==> src/rtl/core/apsc_pkg.sv <==
// ---------------------------------------------------------------------------
// apsc_pkg
// shared constants, types and helpers of the substitution counter
// ---------------------------------------------------------------------------
`default_nettype none

package apsc_pkg;

	localparam int COUNT_BITS = 16;
	localparam int FIELD_BITS = 16;
	localparam int BASE_BITS  = 8;

	localparam logic [COUNT_BITS-1:0] COUNT_MAX = {COUNT_BITS{1'b1}};

	localparam logic [BASE_BITS-1:0] CH_A   = 8'h41;
	localparam logic [BASE_BITS-1:0] CH_C   = 8'h43;
	localparam logic [BASE_BITS-1:0] CH_G   = 8'h47;
	localparam logic [BASE_BITS-1:0] CH_T   = 8'h54;
	localparam logic [BASE_BITS-1:0] CH_N   = 8'h4E;
	localparam logic [BASE_BITS-1:0] CH_GAP = 8'h2D;

	typedef logic [COUNT_BITS-1:0] count_t;
	typedef logic [FIELD_BITS-1:0] field_t;

	// one-hot-or-zero column class
	typedef struct packed {
		logic transition;
		logic transversion;
		logic match;
		logic missing;
	} class_t;

	function automatic count_t sat_bump(input count_t v, input logic inc);
		count_t r;
		r = v;
		if (inc && v != COUNT_MAX) begin
			r = v + count_t'(1);
		end
		return r;
	endfunction

endpackage

`default_nettype wire

==> src/rtl/core/apsc_if.sv <==
// ---------------------------------------------------------------------------
// apsc channel interfaces
// column word in, count result word out, valid/ready handshake
// ---------------------------------------------------------------------------
`default_nettype none

interface apsc_col_if import apsc_pkg::*; ();
	logic                 valid;
	logic                 ready;
	logic [BASE_BITS-1:0] base_first;
	logic [BASE_BITS-1:0] base_second;
	logic                 last_column;

	modport source (output valid, base_first, base_second, last_column, input ready);
	modport sink   (input valid, base_first, base_second, last_column, output ready);
endinterface

interface apsc_res_if import apsc_pkg::*; ();
	logic   valid;
	logic   ready;
	field_t transition_count;
	field_t transversion_count;
	field_t match_count;
	field_t missing_count;
	field_t column_total;

	modport source (output valid, transition_count, transversion_count, match_count,
		missing_count, column_total, input ready);
	modport sink   (input valid, transition_count, transversion_count, match_count,
		missing_count, column_total, output ready);
endinterface

`default_nettype wire

==> src/rtl/core/apsc_classify.sv <==
// ---------------------------------------------------------------------------
// apsc_classify
// sorts one aligned column into transition, transversion, match or missing
// ---------------------------------------------------------------------------
`default_nettype none

module apsc_classify import apsc_pkg::*; (
	input  wire logic [BASE_BITS-1:0] base_first,
	input  wire logic [BASE_BITS-1:0] base_second,
	output class_t                    hit
);

	logic pur_a, pur_b, pyr_a, pyr_b, nuc_a, nuc_b, same;

	always_comb begin
		pur_a = (base_first == CH_A) || (base_first == CH_G);
		pur_b = (base_second == CH_A) || (base_second == CH_G);
		pyr_a = (base_first == CH_C) || (base_first == CH_T);
		pyr_b = (base_second == CH_C) || (base_second == CH_T);
		nuc_a = pur_a || pyr_a;
		nuc_b = pur_b || pyr_b;
		same  = (base_first == base_second);

		hit.match        = nuc_a && nuc_b && same;
		hit.transition   = nuc_a && nuc_b && !same && ((pur_a && pur_b) || (pyr_a && pyr_b));
		hit.transversion = nuc_a && nuc_b && ((pur_a && pyr_b) || (pyr_a && pur_b));
		// case-sensitive: only upper-case N or gap on both sides
		hit.missing      = same && ((base_first == CH_N) || (base_first == CH_GAP));
	end

endmodule

`default_nettype wire

==> src/rtl/core/apsc_accum.sv <==
// ---------------------------------------------------------------------------
// apsc_accum
// saturating running counters and the registered result word
// ---------------------------------------------------------------------------
`default_nettype none

module apsc_accum import apsc_pkg::*; (
	input  wire logic   clk,
	input  wire logic   arst_n,
	input  wire logic   take,
	input  wire logic   last_column,
	input  wire class_t hit,
	output logic        slot_free,
	apsc_res_if.source  result
);

	count_t ti_q, tv_q, mt_q, ms_q, col_q;
	count_t ti_nx, tv_nx, mt_nx, ms_nx, col_nx;
	logic   res_valid_q;
	field_t res_ti_q, res_tv_q, res_mt_q, res_ms_q, res_col_q;

	always_comb begin
		ti_nx  = sat_bump(ti_q, hit.transition);
		tv_nx  = sat_bump(tv_q, hit.transversion);
		mt_nx  = sat_bump(mt_q, hit.match);
		ms_nx  = sat_bump(ms_q, hit.missing);
		col_nx = sat_bump(col_q, 1'b1);
	end

	assign slot_free = !res_valid_q || result.ready;

	always_ff @(posedge clk or negedge arst_n) begin
		if (!arst_n) begin
			ti_q  <= '0;
			tv_q  <= '0;
			mt_q  <= '0;
			ms_q  <= '0;
			col_q <= '0;
		end else if (take) begin
			if (last_column) begin
				ti_q  <= '0;
				tv_q  <= '0;
				mt_q  <= '0;
				ms_q  <= '0;
				col_q <= '0;
			end else begin
				ti_q  <= ti_nx;
				tv_q  <= tv_nx;
				mt_q  <= mt_nx;
				ms_q  <= ms_nx;
				col_q <= col_nx;
			end
		end
	end

	always_ff @(posedge clk or negedge arst_n) begin
		if (!arst_n) begin
			res_valid_q <= 1'b0;
		end else if (take && last_column) begin
			res_valid_q <= 1'b1;
		end else if (result.ready) begin
			res_valid_q <= 1'b0;
		end
	end

	// result payload, counts truncated to the field width
	always_ff @(posedge clk) begin
		if (take && last_column) begin
			res_ti_q  <= FIELD_BITS'(ti_nx);
			res_tv_q  <= FIELD_BITS'(tv_nx);
			res_mt_q  <= FIELD_BITS'(mt_nx);
			res_ms_q  <= FIELD_BITS'(ms_nx);
			res_col_q <= FIELD_BITS'(col_nx);
		end
	end

	assign result.valid              = res_valid_q;
	assign result.transition_count   = res_ti_q;
	assign result.transversion_count = res_tv_q;
	assign result.match_count        = res_mt_q;
	assign result.missing_count      = res_ms_q;
	assign result.column_total       = res_col_q;

endmodule

`default_nettype wire

==> src/rtl/core/aligned_pair_substitution_counter_unit.sv <==
// path: an accepted column word is held in the input stage, then added to the counters when taken;
// its result word, if last, is registered into the result slot as that column is taken
// throughput: one column word per cycle, set by the single counter update stage
// a pending result only holds the input while the next last column waits
// reset: arst_n clears the input stage valid, all counters and the result valid
// ---------------------------------------------------------------------------
// aligned_pair_substitution_counter_unit
// counts transitions, transversions, matches and shared missing columns
// ---------------------------------------------------------------------------
`default_nettype none

module aligned_pair_substitution_counter_unit import apsc_pkg::*; (
	input  wire logic  clk,
	input  wire logic  arst_n,
	apsc_col_if.sink   column,
	apsc_res_if.source result
);

	logic                 valid_s1;
	logic [BASE_BITS-1:0] first_s1;
	logic [BASE_BITS-1:0] second_s1;
	logic                 last_s1;
	logic                 slot_free;
	logic                 take;
	class_t               hit;

	// a last column needs the result slot, other columns always move on
	assign take         = valid_s1 && (!last_s1 || slot_free);
	assign column.ready = !valid_s1 || take;

	always_ff @(posedge clk or negedge arst_n) begin
		if (!arst_n) begin
			valid_s1 <= 1'b0;
		end else if (column.ready) begin
			valid_s1 <= column.valid;
		end
	end

	always_ff @(posedge clk) begin
		if (column.ready && column.valid) begin
			first_s1  <= column.base_first;
			second_s1 <= column.base_second;
			last_s1   <= column.last_column;
		end
	end

	apsc_classify u_classify (
		.base_first  (first_s1),
		.base_second (second_s1),
		.hit         (hit)
	);

	apsc_accum u_accum (
		.clk         (clk),
		.arst_n      (arst_n),
		.take        (take),
		.last_column (last_s1),
		.hit         (hit),
		.slot_free   (slot_free),
		.result      (result)
	);

endmodule

`default_nettype wire

==> src/flat_wrapper.sv <==
// flat-port wrapper written by rule: the top's interface ports become plain ports
module aligned_pair_substitution_counter_unit_flat import apsc_pkg::*;
  (clk, arst_n, column_valid, column_base_first, column_base_second, column_last_column, column_ready, result_valid, result_transition_count, result_transversion_count, result_match_count, result_missing_count, result_column_total, result_ready);
  apsc_col_if column_i ();
  apsc_res_if result_i ();
  input  wire logic clk;
  input  wire logic arst_n;
  input wire logic [$bits(column_i.valid)-1:0] column_valid;
  input wire logic [$bits(column_i.base_first)-1:0] column_base_first;
  input wire logic [$bits(column_i.base_second)-1:0] column_base_second;
  input wire logic [$bits(column_i.last_column)-1:0] column_last_column;
  output wire logic [$bits(column_i.ready)-1:0] column_ready;
  output wire logic [$bits(result_i.valid)-1:0] result_valid;
  output wire logic [$bits(result_i.transition_count)-1:0] result_transition_count;
  output wire logic [$bits(result_i.transversion_count)-1:0] result_transversion_count;
  output wire logic [$bits(result_i.match_count)-1:0] result_match_count;
  output wire logic [$bits(result_i.missing_count)-1:0] result_missing_count;
  output wire logic [$bits(result_i.column_total)-1:0] result_column_total;
  input wire logic [$bits(result_i.ready)-1:0] result_ready;
  assign column_i.valid = column_valid;
  assign column_i.base_first = column_base_first;
  assign column_i.base_second = column_base_second;
  assign column_i.last_column = column_last_column;
  assign column_ready = column_i.ready;
  assign result_valid = result_i.valid;
  assign result_transition_count = result_i.transition_count;
  assign result_transversion_count = result_i.transversion_count;
  assign result_match_count = result_i.match_count;
  assign result_missing_count = result_i.missing_count;
  assign result_column_total = result_i.column_total;
  assign result_i.ready = result_ready;
  aligned_pair_substitution_counter_unit u_core (.clk(clk), .arst_n(arst_n), .column(column_i), .result(result_i));
endmodule
==> config.mk <==
export PLATFORM = sky130hd
export DESIGN_NAME = aligned_pair_substitution_counter_unit_flat
export DESIGN_NICKNAME = d
export VERILOG_FILES = /design/src/rtl/core/apsc_pkg.sv /design/src/rtl/core/apsc_if.sv /design/src/rtl/core/apsc_classify.sv /design/src/rtl/core/apsc_accum.sv /design/src/rtl/core/aligned_pair_substitution_counter_unit.sv /design/src/flat_wrapper.sv
export SDC_FILE = /design/constraint.sdc
export NUM_CORES = 1
export LEC_CHECK = 0
export BUFFER_PORTS_ARGS = -buffer_cell sky130_fd_sc_hd__buf_2
export CORE_ASPECT_RATIO = 0.8
export CORE_UTILIZATION = 59
export DETAILED_ROUTE_END_ITERATION = 6
export PLACE_DENSITY = 0.9
export SLEW_MARGIN = 20
export SYNTH_ARGS = -nofsm -noshare
export SYNTH_HDL_FRONTEND = slang
export SYNTH_SLANG_ARGS = --single-unit
==> constraint.sdc <==
create_clock -name clk -period 7.2 [get_ports clk]
set_input_delay 1.44 -clock clk [delete_from_list [all_inputs] [get_ports clk]]
set_output_delay 1.44 -clock clk [all_outputs]
set_load 0.005 [all_outputs]
# Word-level counts from Yosys, hierarchy flattened
# Cells that the tools add are included.
# op_classes
n_bitwise,0
magnitude_cmp,0
mux,12
n_eq_ne,16
addsub,5
n_shift,0
n_reduce_logical,34
n_mul,0
div_mod_pow,0
# op_table
op,count
two-way mux 16 bit,10
"adder 16 x 1 -> 16 bit, second input constant",5
"inequality test 16 bit, second input constant",5
"equality test 8 x 7 -> 1 bit, second input constant",9
logical AND 1 bit,17
logical OR 1 bit,12
"equality test 8 x 6 -> 1 bit, second input constant",1
equality test 8 bit,1
zero test 1 bit,4
two-way mux 1 bit,2
nonzero test 2 bit,1
# totals
n_memories,0
register_bits,179
ramBits,0
word_cells,82
rom_bits,0
in_bits,21
latch_bits,0

# Logic depth before layout (Yosys ltp)
# Gate-level depths: netlist (run 1).
# depth
depth_word,9
ltp_mapped,8

# Hierarchy
# From an unflattened synthesis (run 1), not the netlist that was laid out.
# hier_totals
cells_unflattened,873
area_unflattened_um2,9529.1
# modules_own_cells
mod,n_inst,cells_each,area_per_inst_um2
apsc_accum,1,818,8659.6
aligned_pair_substitution_counter_unit,1,23,581.8
apsc_classify,1,32,287.8

# Worst setup path before layout (run 1)
# No wires, ideal clock.
# synth_path
path_type,input to register
startpoint,input result_ready
endpoint,"register u_core.u_accum.res_col_q[0] (netlist: u_core.u_accum.result.column_total[0]), enable pin"
arrival_ns,5.577
required_ns,6.681
setup_time_ns,0.519
path_buffers,3
cell_stages,6
slack_ns,1.103
path_cell_list,nand3b_1 -> nand2_1 -> clkbuf_1 -> clkbuf_1 -> buf_1 -> nor2_1
# synth_between
elab_chain_cells,4
# synth_rtl
item,line,text
"start, declared",flat_wrapper.sv:19,input wire logic [$bits(result_i.ready)-1:0] result_ready;
logical OR 1 bit,apsc_accum.sv:30,assign slot_free = !res_valid_q || result.ready;
logical OR 1 bit,aligned_pair_substitution_counter_unit.sv:28,assign take = valid_s1 && (!last_s1 || slot_free);
logical AND 1 bit,aligned_pair_substitution_counter_unit.sv:28,
logical AND 1 bit,apsc_accum.sv:68,if (take && last_column) begin
"end signal, assigned",apsc_accum.sv:73,res_col_q <= FIELD_BITS'(col_nx);
"end, declared",apsc_accum.sv:20,"field_t res_ti_q, res_tv_q, res_mt_q, res_ms_q, res_col_q;"
# Every way passes these cells.
# A chain may end at the register's enable or synchronous reset.

# Worst setup path in the final report (run 1)
# layout_path
startpoint,register u_core.first_s1[5]
endpoint,register u_core.u_accum.mt_q[2]
# layout_between
elab_chain_cells,8
# layout_rtl
item,line,text
"start, declared",aligned_pair_substitution_counter_unit.sv:20,logic [BASE_BITS-1:0] first_s1;
"start signal, assigned",aligned_pair_substitution_counter_unit.sv:41,first_s1 <= column.base_first;
"equality test 8 x 7 -> 1 bit, on equally long branches","apsc_classify.sv:16, apsc_classify.sv:18",
"logical OR 1 bit, on equally long branches","apsc_classify.sv:16, apsc_classify.sv:18",
logical OR 1 bit,apsc_classify.sv:20,nuc_a = pur_a || pyr_a;
logical AND 1 bit,apsc_classify.sv:24,hit.match = nuc_a && nuc_b && same;
logical AND 1 bit *,apsc_classify.sv:24,
logical AND 1 bit *,apsc_pkg.sv:36,if (inc && v != COUNT_MAX) begin
two-way mux 16 bit *,apsc_pkg.sv:36,
two-way mux 16 bit *,apsc_accum.sv:40,if (last_column) begin
"end signal, assigned",apsc_accum.sv:49,mt_q <= mt_nx;
"end, declared",apsc_accum.sv:17,"count_t ti_q, tv_q, mt_q, ms_q, col_q;"
# Every way passes the cells marked *; elsewhere a longest branch is shown, timed or not.

==> results of run 1 <==
## cell usage after synthesis (all sizes together), types with 7 or more instances
master  number  share of area [%]
nor2b       12               0.82
a221o       12                1.3
or3         11               0.80
a22o         9               0.86
mux2i       16                1.7
a31oi       12               0.82
nor4        22                1.8
nand2       83                3.4
and4         7               0.67
dfrtp       82                 22
nand3       46                2.5
edfxtp      97                 32
xnor2       43                4.1
a21oi       17               0.93
and3        18                1.2
inv         19               0.78
xor2        36                3.4
nand4       28                1.9
o21ai       39                2.1
nor3b        9               0.74
clkbuf      46                1.9
o31ai        8               0.65
nor3        21                1.2
nor2        55                2.3
## layout make-up
cell class                 instances  area [sq um]
sequential                       179          4960
multi-input combinational        600          3950
clock buffer                      19           443
tap                              210           263
clock inverter                    13           181
timing repair buffer             110           573
inverter                          19          71.3
fill                            1085          4670
## logic make-up after synthesis
| kind of cell | synth area share [%] |
|---|---|
| simple gates | 20.7 |
| flops | 54.1 |
| compound gates | 11.5 |
| xor+xnor | 7.54 |
| buf+inv | 2.93 |
| mux | 2.48 |
| fa+ha+maj | 0.682 |
## sequential cells by signal (all words and copies together), names as in the netlist
| register | flops |
|---|---|
| u_core.first_s1 | 8 |
| u_core.last_s1 | 1 |
| u_core.second_s1 | 8 |
| u_core.u_accum.col_q | 16 |
| u_core.u_accum.ms_q | 16 |
| u_core.u_accum.mt_q | 16 |
| u_core.u_accum.result.column_total | 16 |
| u_core.u_accum.result.match_count | 16 |
| u_core.u_accum.result.missing_count | 16 |
| u_core.u_accum.result.transition_count | 16 |
| u_core.u_accum.result.transversion_count | 16 |
| u_core.u_accum.result.valid | 1 |
| u_core.u_accum.ti_q | 16 |
| u_core.u_accum.tv_q | 16 |
| u_core.valid_s1 | 1 |
## per-layer routing
layer / vias to the layer above / track usage [%] / wire length [microns] / part of all wire, %
met1: 3421 / 35.3 / 8880 / 43
met3: 60 / 6.05 / 1490 / 7.2
met5: - / 0 / 0 / 0
li1: 3334 / - / - / -
met4: 0 / 10.3 / 580 / 2.8
met2: 344 / 44.5 / 9650 / 47
## power groups by stage
| stage | clock (mW) | sequential [mW] | combinational, mW |
|---|---|---|---|
| global route | 1.03 | 1.24 | 0.256 |
| detailed placement | 0 | 1.25 | 0.226 |
| CTS | 0.983 | 1.23 | 0.230 |
| floorplan | 0 | 1.23 | 0.162 |
| global placement | 0 | 1.25 | 0.218 |
| finish | 0.975 | 1.23 | 0.230 |
## stage by stage
stage	util (%)	instance area (sq um)	power [mW]	setup WS (ns)	std cells
3_3_place_gp	65.0	9820	1.47	3.57	1118
6_report	69.1	10400	2.44	3.79	1150
5_1_grt	69.1	10400	2.53	3.60	1150
3_5_place_dp	65.0	9820	1.48	3.48	1118
4_1_cts	69.1	10400	2.44	3.83	1150
2_1_floorplan	-	9170	1.39	1.10	848
## worst max-delay path, stage by stage, from the launching register on
cell,delay [ns]
edfxtp_1,0.49
xor2_1,0.21
nor4_2,0.45
nand4_1,0.68
nor2_1,0.87
nand2_1,0.20
a311o_1,0.39
## worst paths after layout
check	to	slack (ns)	cells past startpoint	from
min	u_core.u_accum.ti_q[11]$_DFFE_PN0P_	0.53	1	u_core.u_accum.ti_q[11]$_DFFE_PN0P_
max in group asynchronous	u_core.u_accum.ms_q[3]$_DFFE_PN0P_	5.21	2	arst_n
max	u_core.u_accum.mt_q[2]$_DFFE_PN0P_	3.79	6	u_core.first_s1[5]$_DFFE_PP_
min in group asynchronous	u_core.u_accum.mt_q[9]$_DFFE_PN0P_	0.94	1	arst_n
min reg2reg	u_core.u_accum.ti_q[11]$_DFFE_PN0P_	0.53	1	u_core.u_accum.ti_q[11]$_DFFE_PN0P_
max reg2reg	u_core.u_accum.mt_q[2]$_DFFE_PN0P_	3.79	6	u_core.first_s1[5]$_DFFE_PP_
==> run_results.csv, run 1 <==
group,metric,value,unit
finish,antenna_cells,0,
clock_tree,cts.htree.levels,4,
floorplan,rows,40,
detailed_routing,drtIter0Drc,913,
floorplan,pin_count,103,
synthesis,synth_cell_types,76,
placed_design,numPortBuffers,102,
detailed_routing,dr.pass1.iters,6,
synthesis,netlist_area,9170,sq um
clock_tree,numCtsBuffers,17,
worst_setup_path,crit_fanout,15,
synthesis,synth-edff-count,97,
finish,area_delta_synth_final,13.9,%
worst_setup_path,cp-start-kind,"flop",
clock_tree,cts_tree,"yes",
detailed_routing,drt-wirelength-per-cell,17.9,microns
clock_tree,ctsLongestPathBuffers,2,
finish,layout_common_cells,"buf_2, edfxtp_1, nand2_1, dfrtp_1, nor2_1",
power,switching_share,24.6,%
floorplan,core,15100,sq um
timing,tns,0,ns
flow_run,max_cap_violations,0,
detailed_routing,routed_via_density,6.23,
timing,finalCritPeriodShare,47.4,%
power,seqPwrFrac,50.6,%
synthesis,syn_avg_cell_area,10.8,sq um
detailed_routing,antenna_left,0,
grt,antenna_found_initial,0,
worst_setup_path,cp.arrival,3.73,ns
synthesis,synth_fp_nets,874,
timing,report.final.hold_viol_count,0,
timing,clock.fmax,0.293,GHz
timing,slew_headroom,41.1,%
worst_setup_path,worstSetupPathType,"reg2reg",
timing,finClkSkew,0.00761,ns
placed_design,gp_congestion,0.869,
power,p_leak,4.21,nW
grt,grt_usage,27.0,%
synthesis,synth-seq-cells,179,
power,pwr-share-clk,40.0,%
grt,grt_overflow,0,
clock_tree,cts-resized-gates,0,
clock_tree,cts_root_buffer,"clkbuf_16",
placed_design,hpwl,12.9,mm
timing,finalSetupViolCount,0,
floorplan,fp.dieH,114,microns
clock_tree,post_cts_buffers,0,
clock_tree,insertion_delay,0.43,ns
timing,min_period,3.41,ns
power,p_per_area,233,nW/um^2
power,switchingPower,600,uW
detailed_routing,wl,20.6,mm
worst_setup_path,cp.required,7.52,ns
power,combPwrFrac,9.4,%
power,internal_power,1.84,mW
outcome,status,"completed",
timing,drv_slew,0,
floorplan,die_x,141,microns
floorplan,die-area,16100,sq um
timing,rsz0062_at_grt,"false",
clock_tree,clk_pin_slew,0.07,ns
detailed_routing,drcViolationCount,0,
timing,worst_pin_slew,0.884,ns
timing,holdWs,0.529,ns
synthesis,syn_inst,848,
clock_tree,cts_sinks,179,
grt,grt_pass1_vias,6757,
synthesis,synthArstFlopShare,45.8,%
grt,grt_pass1_wl,33.6,mm
finish,final_nets,953,
synthesis,synth_warnings,0,
power,max-vdd-ir-drop,0.183,mV
synthesis,synth-seq-area-share,54.1,%
finish,drive_gt1_share,17.8,%
floorplan,start_util,60.7,%
grt,grt_max_degree,85,
detailed_routing,via_count,7159,
synthesis,synth_flop_cell,"edfxtp_1",
finish,final_common_cell,"buf_2",
worst_hold_path,min_path_type,"reg2reg",
worst_setup_path,end_kind,"flop",
clock_tree,cts_hold_buf,0,
(Power assumes the default switching activity.)
==> run 2: changes to the inputs <==
Settings changed: CORE_UTILIZATION 59 to 53, PLACE_DENSITY 0.9 to 0.86.
Clock period 7.2 ns to 3 ns, I/O delays scaled along.
==> run_results.csv, run 2 (synthesized netlist as in run 1, its figures left out) <==
group,metric,value,unit
grt,grt_pass1_vias,6810,
worst_setup_path,cp_cell_sequence,"xor2_1 -> nor4_2 -> nand4_1 -> buf_4 -> nor4_1 -> xnor2_1",
worst_setup_path,cp-start-kind,"flop",
floorplan,rows,42,
placed_design,hpwl,13.8,mm
grt,grt_usage,24.6,%
grt,antenna_found_initial,0,
grt,grt_max_degree,83,
finish,area_delta_synth_final,14.9,%
detailed_routing,routed_via_density,6.17,
placed_design,placed_cell_area,9960,sq um
floorplan,fp.dieH,120,microns
worst_setup_path,cp.required,3.15,ns
worst_setup_path,r2r_slack,0.23,ns
outcome,status,"completed",
clock_tree,cts-resized-gates,0,
clock_tree,cts_root_buffer,"clkbuf_16",
timing,finClkSkew,0.00894,ns
power,max-vdd-ir-drop,0.341,mV
worst_setup_path,worstSetupPathType,"reg2reg",
placed_design,gp_congestion,0.914,
clock_tree,cts_hold_buf,0,
clock_tree,insertion_delay,0.43,ns
finish,nFillCells,1319,
detailed_routing,wl,21.2,mm
floorplan,start_util,54.9,%
clock_tree,cts.htree.levels,4,
finish,layout_common_cells,"buf_2, edfxtp_1, nand2_1, dfrtp_1, nor2_1",
worst_setup_path,crit_fanout,15,
finish,drive_gt1_share,18.3,%
floorplan,die_x,149,microns
detailed_routing,antenna_left,0,
clock_tree,ctsLongestPathBuffers,2,
timing,rsz0062_at_grt,"false",
worst_setup_path,crit_family,"simple AND/OR/NAND/NOR gates",
finish,design_area,10500,sq um
timing,slew_headroom,43.2,%
worst_hold_path,min_path_type,"in2async",
detailed_routing,drt-wirelength-per-cell,18.1,microns
detailed_routing,dr.pass1.iters,7,
power,p_per_area,547,nW/um^2
clock_tree,numCtsBuffers,17,
finish,antenna_cells,0,
power,p_leak,4.26,nW
clock_tree,cts_tree,"yes",
timing,min_period,2.77,ns
timing,finalCritPeriodShare,92.2,%
timing,finalSetupViolCount,0,
floorplan,pin_count,103,
detailed_routing,drcViolationCount,0,
detailed_routing,via_count,7238,
finish,final_nets,967,
clock_tree,clk_pin_slew,0.07,ns
worst_setup_path,cp.arrival,2.91,ns
power,p_total,5.77,mW
worst_setup_path,end_kind,"flop",
worst_setup_path,cpPeakStageDelay,0.64,ns
clock_tree,post_cts_buffers,0,
timing,worst_pin_slew,0.852,ns
floorplan,core,16700,sq um
flow_run,max_cap_violations,0,
timing,clock.fmax,0.362,GHz
worst_setup_path,crit_buf_inv,1,
worst_setup_path,crit_slowest_cell,"nor4_1",
finish,final_common_cell,"buf_2",
timing,report.final.hold_viol_count,0,
finish,multi_input_area,3950,sq um
clock_tree,cts_sinks,179,
placed_design,numPortBuffers,102,
grt,grt_overflow,0,
grt,grt_pass1_wl,34.1,mm
timing,drv_slew,0,
floorplan,die-area,17800,sq um
timing,tns,0,ns
detailed_routing,drtIter0Drc,698,
finish,regArea,4960,sq um
-- run 2: cell count changes in the layout (fill, tap and decap cells not counted), moves of 2 or more --
| cell | previous run | this run |
|---|---|---|
| clkinvlp_4 | 3 | 1 |
| buf_4 | 9 | 21 |
| clkinv_1 | 2 | 0 |
| clkbuf_1 | 1 | 8 |
| buf_12 | 0 | 2 |
| clkinv_4 | 2 | 0 |
-- run 2: area by class of cell --
class,instances,area share [%]
clock buffer,26,4.45
sequential,179,47.1
inverter,19,0.677
clock inverter,6,1.02
multi-input combinational,600,37.5
timing repair buffer,124,6.67
tap,220,2.61
-- run 2: report_power, final --
group	switching [mW]	leakage, nW	internal (mW)
Sequential	0.187	2.08	2.78
Combinational	0.339	1.90	0.234
Clock	0.896	0.276	1.33
-- run 2: per-layer routing --
| metal | part of all wire, % | track usage [%] |
|---|---|---|
| met1 | 44 | 33.9 |
| met2 | 46 | 37.9 |
| met3 | 7.2 | 5.44 |
| met4 | 2.2 | 9.63 |
| met5 | 0 | 0 |
-- run 2: through the flow --
| stage | cells | worst slack, ns | hold WS [ns] | utilization, % |
|---|---|---|---|---|
| finish | 1174 | 0.235 | 0.177 | 63.1 |
| global route | 1174 | 0.0394 | 0.215 | 63.1 |
| CTS | 1174 | 0.244 | 0.222 | 63.1 |
| detailed placement | 1142 | 0.327 | 0.528 | 59.6 |
| global placement | 1142 | 0.389 | 0.510 | 59.6 |
| floorplan | 848 | 0.0192 | 0.304 | - |
-- run 2: worst paths after layout --
path,start,to,depth (start not counted)
hold / removal,arst_n,u_core.u_accum.ti_q[14]$_DFFE_PN0P_,2
setup reg to reg,u_core.first_s1[6]$_DFFE_PP_,u_core.u_accum.result.match_count[8]$_DFFE_PP_,6
hold reg to reg,u_core.u_accum.ti_q[11]$_DFFE_PN0P_,u_core.u_accum.ti_q[11]$_DFFE_PN0P_,1
max in group asynchronous,arst_n,u_core.u_accum.tv_q[1]$_DFFE_PN0P_,2
setup / recovery,u_core.first_s1[6]$_DFFE_PP_,u_core.u_accum.result.match_count[8]$_DFFE_PP_,6
min in group clk,column_base_second[2],u_core.second_s1[2]$_DFFE_PP_,1
-- run 2: worst register-to-register path: cells and delay by family (launching register included) --
kind / cells / cell delay, ns
and+or+nand+nor: 3 / 1.36
DFF: 1 / 0.49
buffers and inverters: 1 / 0.25
xor gates and xnor gates: 2 / 0.39
==> run 3: changes to the inputs <==
Settings changed: CORE_UTILIZATION 53 to 59, PLACE_DENSITY 0.86 to 0.9.
Clock period 3 ns to 3.1 ns, I/O delays scaled along.
==> run_results.csv, run 3 (synthesized netlist as in run 1, its figures left out) <==
group,metric,value,unit
outcome,status,"completed",
timing,drv_slew,0,
clock_tree,cts_root_buffer,"clkbuf_16",
clock_tree,cts.htree.levels,4,
detailed_routing,wl,20.6,mm
detailed_routing,antenna_left,0,
detailed_routing,drcViolationCount,0,
finish,layout_common_cells,"buf_2, edfxtp_1, nand2_1, dfrtp_1, nor2_1",
floorplan,core,15100,sq um
worst_setup_path,cp_cell_sequence,"nor4b_1 -> a22oi_1 -> o32a_1 -> or4_4 -> or3_1 -> nand3_1",
timing,clock.fmax,0.369,GHz
power,p_leak,4.26,nW
floorplan,die-area,16100,sq um
worst_setup_path,cp.required,3.47,ns
finish,nFillCells,1090,
timing,worst_pin_slew,0.730,ns
clock_tree,cts_hold_buf,0,
timing,holdWs,0.212,ns
timing,finalSetupViolCount,0,
finish,antenna_cells,0,
worst_setup_path,crit_buf_inv,0,
worst_setup_path,crit_fanout,12,
floorplan,start_util,60.7,%
timing,setup_ws,0.390,ns
timing,report.final.hold_viol_count,0,
finish,final_util,69.7,%
worst_setup_path,r2r_cells,6,
timing,finalCritPeriodShare,87.4,%
clock_tree,numCtsBuffers,17,
detailed_routing,dr.pass1.iters,6,
floorplan,fp.dieH,114,microns
detailed_routing,routed_via_density,6.18,
timing,tns,0,ns
floorplan,pin_count,103,
flow_run,max_cap_violations,0,
finish,layout.cells.non_filler,1163,
clock_tree,cts_sinks,179,
placed_design,dp_cells,1131,
timing,rsz0062_at_grt,"false",
grt,grt_pass1_wl,33.6,mm
placed_design,place_ws,0.399,ns
detailed_routing,drt-wirelength-per-cell,17.7,microns
finish,drive_gt1_share,18.6,%
clock_tree,insertion_delay,0.43,ns
worst_setup_path,worstSetupPathType,"reg2reg",
placed_design,numPortBuffers,102,
timing,min_period,2.71,ns
worst_setup_path,cp.arrival,3.08,ns
power,p_per_area,529,nW/um^2
grt,grt_overflow,0,
clock_tree,cts_tree,"yes",
placed_design,gp_congestion,0.859,
worst_setup_path,startpoint,"u_core.first_s1[4]$_DFFE_PP_",
clock_tree,post_cts_buffers,0,
worst_setup_path,r2r_start,"u_core.first_s1[4]$_DFFE_PP_",
worst_hold_path,min_path_type,"in2async",
timing,slew_headroom,51.4,%
grt,antenna_found_initial,0,
worst_setup_path,cpPeakStageDelay,0.63,ns
clock_tree,cts-resized-gates,0,
worst_setup_path,crit_slowest_cell,"or4_4",
clock_tree,clk_pin_slew,0.06,ns
worst_setup_path,end_kind,"flop",
finish,area_delta_synth_final,14.8,%
grt,grt_max_degree,83,
worst_setup_path,regToRegEndpoint,"u_core.u_accum.tv_q[15]$_DFFE_PN0P_",
worst_setup_path,crit_family,"simple AND/OR/NAND/NOR gates",
detailed_routing,via_count,7184,
power,max-vdd-ir-drop,0.428,mV
timing,finClkSkew,0.00819,ns
clock_tree,ctsLongestPathBuffers,2,
worst_setup_path,cp-start-kind,"flop",
grt,grt_usage,27.1,%
floorplan,die_x,141,microns
floorplan,rows,40,
detailed_routing,drtIter0Drc,731,
finish,final_nets,966,
placed_design,hpwl,13.2,mm
finish,final_common_cell,"buf_2",
grt,grt_pass1_vias,6689,
worst_setup_path,r2r_slack,0.39,ns
run 3: worst max-delay path by stage:
stage / end / slack [ns] / cells past startpoint
6_report: u_core.u_accum.tv_q[15]$_DFFE_PN0P_ / 0.39 / 6
3_3_place_gp: u_core.u_accum.tv_q[15]$_DFFE_PN0P_ / 0.47 / 6
5_1_grt: u_core.u_accum.tv_q[7]$_DFFE_PN0P_ / 0.21 / 6
2_1_floorplan: u_core.u_accum.result.column_total[0]$_DFFE_PP_ / 0.05 / 6
3_5_place_dp: u_core.u_accum.tv_q[15]$_DFFE_PN0P_ / 0.40 / 6
4_1_cts: u_core.u_accum.tv_q[15]$_DFFE_PN0P_ / 0.39 / 6
run 3: routing by layer:
| metal | vias to the layer above | GRT usage (%) | part of all wire (%) |
|---|---|---|---|
| met2 | 316 | 43.4 | 48 |
| met3 | 42 | 5.88 | 6.6 |
| met1 | 3469 | 36.7 | 44 |
| met4 | 0 | 10.0 | 1.9 |
| li1 | 3357 | - | - |
| met5 | - | 0 | 0 |
run 3: area by class of cell:
class | count | area [sq um] | area share (%)
Sequential cell | 179 | 4960 | 47.2
Multi-Input combinational cell | 600 | 3950 | 37.5
Timing Repair Buffer | 123 | 696 | 6.61
Clock buffer | 21 | 450 | 4.28
Tap cell | 210 | 263 | 2.50
Clock inverter | 11 | 136 | 1.30
Inverter | 19 | 71.3 | 0.677
run 3: per-stage QoR:
stage                     cell area [sq um]  power, mW
after floorplan                        9180       3.22
after global placement                 9940       3.42
after detailed placement               9940       3.45
after CTS                             10500       5.59
after global routing                  10500       5.79
final                                 10500       5.57
run 3: where the power goes:
| part | total (mW) | internal (mW) | leakage, nW | switching (mW) |
|---|---|---|---|---|
| sequential | 2.86 | 2.69 | 2.08 | 0.170 |
| combinational | 0.558 | 0.226 | 1.90 | 0.333 |
| clock | 2.15 | 1.28 | 0.282 | 0.875 |
| total | 5.57 | 4.20 | 4.26 | 1.38 |
